**config.mk**
```make
export PLATFORM = sky130hd
export DESIGN_NAME = sattt_way_select
export DESIGN_NICKNAME = d
export VERILOG_FILES = /design/src/hw/rtl/sattt_pkg.sv /design/src/hw/rtl/sattt_way_select.sv
export SDC_FILE = /design/constraint.sdc
export NUM_CORES = 1
export LEC_CHECK = 0
export BUFFER_PORTS_ARGS = -buffer_cell sky130_fd_sc_hd__buf_2
export CORE_AREA = 2 2 460 462
export DETAILED_ROUTE_END_ITERATION = 8
export DIE_AREA = 0 0 462 464
export GPL_TIMING_DRIVEN = 0
export PLACE_DENSITY_LB_ADDON = 0.08
export SETUP_SLACK_MARGIN = 0.4
export SYNTH_ARGS = -nofsm -noshare
export SYNTH_HDL_FRONTEND = slang
export SYNTH_SLANG_ARGS = --single-unit
```
**constraint.sdc**
```tcl
create_clock -name vclk -period 29.4
set_input_delay 5.88 -clock vclk [all_inputs]
set_output_delay 5.88 -clock vclk [all_outputs]
set_load 0.03 [all_outputs]
```
**src/hw/rtl/sattt_pkg.sv**
```systemverilog
// Shared types and constants for the set-associative transposition table.
package sattt_pkg;

    typedef enum logic [2:0] {
        FN_PROBE   = 3'd0,
        FN_STORE   = 3'd1,
        FN_ADVANCE = 3'd2,
        FN_CLEAR   = 3'd3,
        FN_OCCUPY  = 3'd4
    } func_t;

    typedef enum logic [2:0] {
        ST_IDLE,
        ST_READ,
        ST_UPDATE,
        ST_CLEAR,
        ST_OCC_READ,
        ST_OCC_DIV,
        ST_DONE
    } state_t;

    typedef struct packed {
        logic [15:0] tag;
        logic [15:0] mv;
        logic [15:0] score;
        logic [7:0]  depth;
        logic [1:0]  kind;
        logic [7:0]  age;
    } entry_t;

    localparam logic [1:0]   EXACT_KIND = 2'd3;
    localparam int           SCORE_LIMIT = 32000;
    localparam logic [15:0]  PERMILLE = 16'd1000;

endpackage

```
**src/hw/rtl/sattt_way_select.sv**
```systemverilog
// Way logic: tag match, replacement choice and the updated cluster row.
module sattt_way_select
    import sattt_pkg::*;
#(
    parameter int WAYS = 8,
    localparam int WW = (WAYS > 1) ? $clog2(WAYS) : 1
)
(
    input  entry_t [WAYS-1:0] row,
    input  logic              is_store,
    input  logic [15:0]       tag,
    input  logic [7:0]        gen,
    input  logic signed [7:0] depth,
    input  logic [15:0]       score,
    input  logic [1:0]        kind,
    input  logic [15:0]       mv,
    output logic              found,
    output entry_t            found_entry,
    output entry_t [WAYS-1:0] new_row
);

    logic [WAYS-1:0] empty_w, match_w, stale_w;
    logic [WW-1:0]   mi, ei, si, li, pick;
    logic            any_e, any_s;
    logic signed [9:0] least;
    logic [15:0]     mv_eff;
    entry_t          fresh;

    always_comb
    begin
        for (int w = 0; w < WAYS; w++)
        begin
            empty_w[w] = (row[w] == '0);
            match_w[w] = !empty_w[w] && (row[w].tag == tag);
            stale_w[w] = (row[w].age != gen);
        end
        found = 1'b0;
        mi = '0;
        any_e = 1'b0;
        ei = '0;
        any_s = 1'b0;
        si = '0;
        li = '0;
        least = 10'sd511;
        for (int w = WAYS - 1; w >= 0; w--)
        begin
            if (match_w[w])
            begin
                found = 1'b1;
                mi = WW'(w);
            end
            if (empty_w[w])
            begin
                any_e = 1'b1;
                ei = WW'(w);
            end
            if (stale_w[w])
            begin
                any_s = 1'b1;
                si = WW'(w);
            end
        end
        for (int w = 0; w < WAYS; w++)
        begin
            if (10'(signed'(row[w].depth)) < least)
            begin
                least = 10'(signed'(row[w].depth));
                li = WW'(w);
            end
        end
        found_entry = row[mi];
        mv_eff = (found && mv == 16'd0) ? row[mi].mv : mv;
        fresh = '{tag: tag, mv: mv_eff, score: score, depth: depth, kind: kind, age: gen};
        pick = found ? mi : (any_e ? ei : (any_s ? si : li));
        new_row = row;
        if (!is_store)
        begin
            if (found)
            begin
                new_row[mi].age = gen;
            end
        end
        else if (found && (depth < signed'(row[mi].depth)) && (kind != EXACT_KIND))
        begin
            new_row[mi].mv = mv_eff;
            new_row[mi].age = gen;
        end
        else
        begin
            new_row[pick] = fresh;
        end
    end

endmodule

```
==> load_flow_metrics.sql <==
INSERT INTO impl_metrics (metric_group, metric, value, unit) VALUES
('setup_path', 'cp.required', '23.52', 'ns'),
('synthesis', 'netlist_area', '16900', 'µm²'),
('synthesis', 'netlist.area_leader.share', '0.233', ''),
('synthesis', 'syn_nets', '2910', ''),
('floorplanning', 'fp.dieArea', '214000', 'µm²'),
('routing', 'post_drt_via_cell_ratio', '4.30', ''),
('clock_network', 'cts.hold.buffers_added', '0', ''),
('global_routing', 'grt_max_degree', '11', ''),
('setup_path', 'worst-path-buf-inv', '16', ''),
('min_path', 'hold_start', 'row[109]', ''),
('sta', 'timing.final.crit_share', '0.955', ''),
('routing', 'num_vias', '27200', ''),
('sta', 'timing.fmax', '35.6', 'MHz'),
('floorplanning', 'horizontal_die_dimension', '462', 'µm'),
('layout', 'num-clock-buffers', '0', ''),
('layout', 'areaGrowthSynthToFinish', '63.2', '%'),
('synthesis', 'synthTopCellsByArea', 'sky130_fd_sc_hd__mux2_2 23%, sky130_fd_sc_hd__xor2_1 7.5%, sky130_fd_sc_hd__mux2i_1 7.3%', ''),
('setup_path', 'cpMostUsedCell', 'sky130_fd_sc_hd__ha_1', ''),
('layout', 'ff_latch_area', '0', 'µm²'),
('synthesis', 'netlist-cell-type-count', '90', ''),
('status', 'violated_checks', 'max-capacitance violations, max-slew violations', ''),
('global_routing', 'grt_remaining_overflow', '0', ''),
('floorplanning', 'pin_count', '1190', ''),
('synthesis', 'syn-instance-count', '2252', ''),
('sta', 'period_needed', '28.09', 'ns'),
('synthesis', 'ys_top_cells_by_count', '350 x sky130_fd_sc_hd__mux2_2, 188 x sky130_fd_sc_hd__nand2_1, 177 x sky130_fd_sc_hd__nor4_1, 175 x sky130_fd_sc_hd__o21ai_0, 144 x sky130_fd_sc_hd__xor2_1', ''),
('floorplanning', 'placement_rows', '168', ''),
('sta', 'setup_repair_after_global_routing_missed_its_margin', 'no', ''),
('run', 'timing.max_cap.violations', '2', ''),
('layout', 'nets', '4130', ''),
('sta', 'worst_slew_pin_slew', '1.54', 'ns'),
('setup_path', 'cp_slowest_cell', 'sky130_fd_sc_hd__nor4b_4', ''),
('global_routing', 'total_global_routing_track_utilization', '0.254', ''),
('sta', 'setup_viol', '0', ''),
('sta', 'final_hold_violation_count', '0', ''),
('global_routing', 'number_of_antenna_violations_at_the_first_check_in_global_routing', '138', ''),
('setup_path', 'worst-endpoint-arrival', '22.21', 'ns'),
('layout', 'nFillCells', '24600', ''),
('synthesis', 'synth_seq_area_share', '0', ''),
('place', 'gp_routability_congestion', '0.909', ''),
('synthesis', 'netlist.top_cell.by_area', 'sky130_fd_sc_hd__mux2_2', ''),
('setup_path', 'timing.critical_path.fanout_max', '10', ''),
('setup_path', 'setup.worst_path.start_class', 'input pin', ''),
('global_routing', 'grt_first_pass_wirelength', '347', 'mm'),
('routing', 'antenna_left', '0', ''),
('min_path', 'hold-path-endpoint', 'new_row[109]', ''),
('routing', 'route.detailed.wl_per_inst', '45.4', 'µm'),
('routing', 'drt_pre_antenna_iters', '7', ''),
('global_routing', 'first_global_vias', '27200', ''),
('layout', 'sequential_cell_total', '0', ''),
('place', 'number_of_i_o_port_buffers', '1165', ''),
('routing', 'routed_wl', '287', 'mm'),
('routing', 'drc', '0', ''),
('synthesis', 'post-synth-top-count-cell', 'sky130_fd_sc_hd__mux2_2', ''),
('setup_path', 'setup.worst_path.end_class', 'output pin', ''),
('layout', 'post-route-util', '0.132', ''),
('setup_path', 'critical-path-max-stage-delay', '0.48', 'ns'),
('synthesis', 'synth_warnings', '0', ''),
('setup_path', 'worst-setup-path-type', 'in2out', ''),
('min_path', 'min_path_cells', '3', ''),
('status', 'run_status', 'finished with violations', ''),
('floorplanning', 'design.core.area', '209000', 'µm²'),
('routing', 'detail_route.iter0.violations', '2485', ''),
('sta', 'finalMaxSlewViolations', '22', ''),
('sta', 'timing.slew.headroom', '-0.0248', ''),
('floorplanning', 'die_y', '464', 'µm'),
('setup_path', 'cp_top_family', 'compound AO/OA/AOI/OAI gates', ''),
('layout', 'drive_gt1_frac', '0.508', ''),
('floorplanning', 'initial_utilization', '0.0808', ''),
('synthesis', 'syn-mean-instance-area', '7.51', 'µm²'),
('place', 'dpl.hpwl', '249', 'mm'),
('sta', 'hold_slack_final', '12.19', 'ns'),
('min_path', 'hold_path_class', 'in2out', '');
[metrics by stage]
| step | setup WS [ns] | area [µm²] | instances | TNS (ns) |
|---|---|---|---|---|
| 6_report | 1.31 | 27600 | 6327 | 0 |
| 5_1_grt | 0.355 | 27500 | 6287 | 0 |
| 4_1_cts | 0.423 | 27100 | 6259 | 0 |
| 3_5_place_dp | -2.32 | 26700 | 6244 | -911.84 |
| 3_3_place_gp | -2.80 | 26200 | 6222 | -970.28 |
| 2_1_floorplan | 3.25 | 16900 | 2252 | 0 |
[worst max-delay path by stage]
stage / from / end / slack (ns) / depth (start not counted)
5_1_grt: row[13] / new_row[41] / 0.35 / 71
2_1_floorplan: row[15] / new_row[443] / 3.25 / 69
3_3_place_gp: row[17] / new_row[222] / -2.80 / 70
3_5_place_dp: row[17] / new_row[513] / -2.32 / 70
6_report: row[16] / new_row[222] / 1.31 / 73
4_1_cts: row[13] / new_row[167] / 0.42 / 70
[worst min-delay path: stages]
cell and delay (ns):
sky130_fd_sc_hd__buf_2 0.13, sky130_fd_sc_hd__a21o_1 0.11, sky130_fd_sc_hd__buf_2 0.19
[layer usage]
metal	track usage	wire (µm)
met1	0.317	120000
met4	0.0640	8710
met3	0.0476	18400
met2	0.443	139000
met5	0	432
[cells in the final DEF (no fill, tap or decap), drive strengths merged, types with 14 or more instances in the layout]
cell	instances
nand2	189
diode	52
o2bb2ai	18
xnor2	48
o21ai	194
a21o	29
nor4	184
nor3	20
xor2	144
o22a	14
buf	1302
inv	58
and3	14
a22oi	19
and2	26
nor2	89
nand3	24
nand3b	16
a21oi	77
clkbuf	89
a31oi	15
a222oi	38
mux2	422
o22ai	21
o211ai	18
mux2i	125
nand4	58
ha	63
[final cells by class]
type,instances,area [µm²],share of cell area
well taps,2805,3510,0.127
diodes,52,130,0.00472
plain buffers,173,918,0.0333
inverters,58,218,0.00789
repair buffers,1218,6490,0.235
multi-input cells,2021,16300,0.592
[timing repair]
| action | in CTS | in global routing |
|---|---|---|
| setup endpoints to repair | 528 | 528 |
| buffers inserted | 15 | 15 |
| resized for setup | 47 | 50 |
| pin swaps | 7 | 8 |
[cells by family (layout without fill, tap and decap cells)]
kind of cell | count (synthesis) | in the layout | share of synthesized area
AOI/OAI and AO/OA | 551 | 551 | 0.225
xor gates and xnor gates | 192 | 192 | 0.0995
adders and majority gates | 63 | 63 | 0.0466
buffers and inverters | 231 | 1449 | 0.0598
muxes | 547 | 547 | 0.356
other | 0 | 52 | 0
and+or+nand+nor | 668 | 668 | 0.213
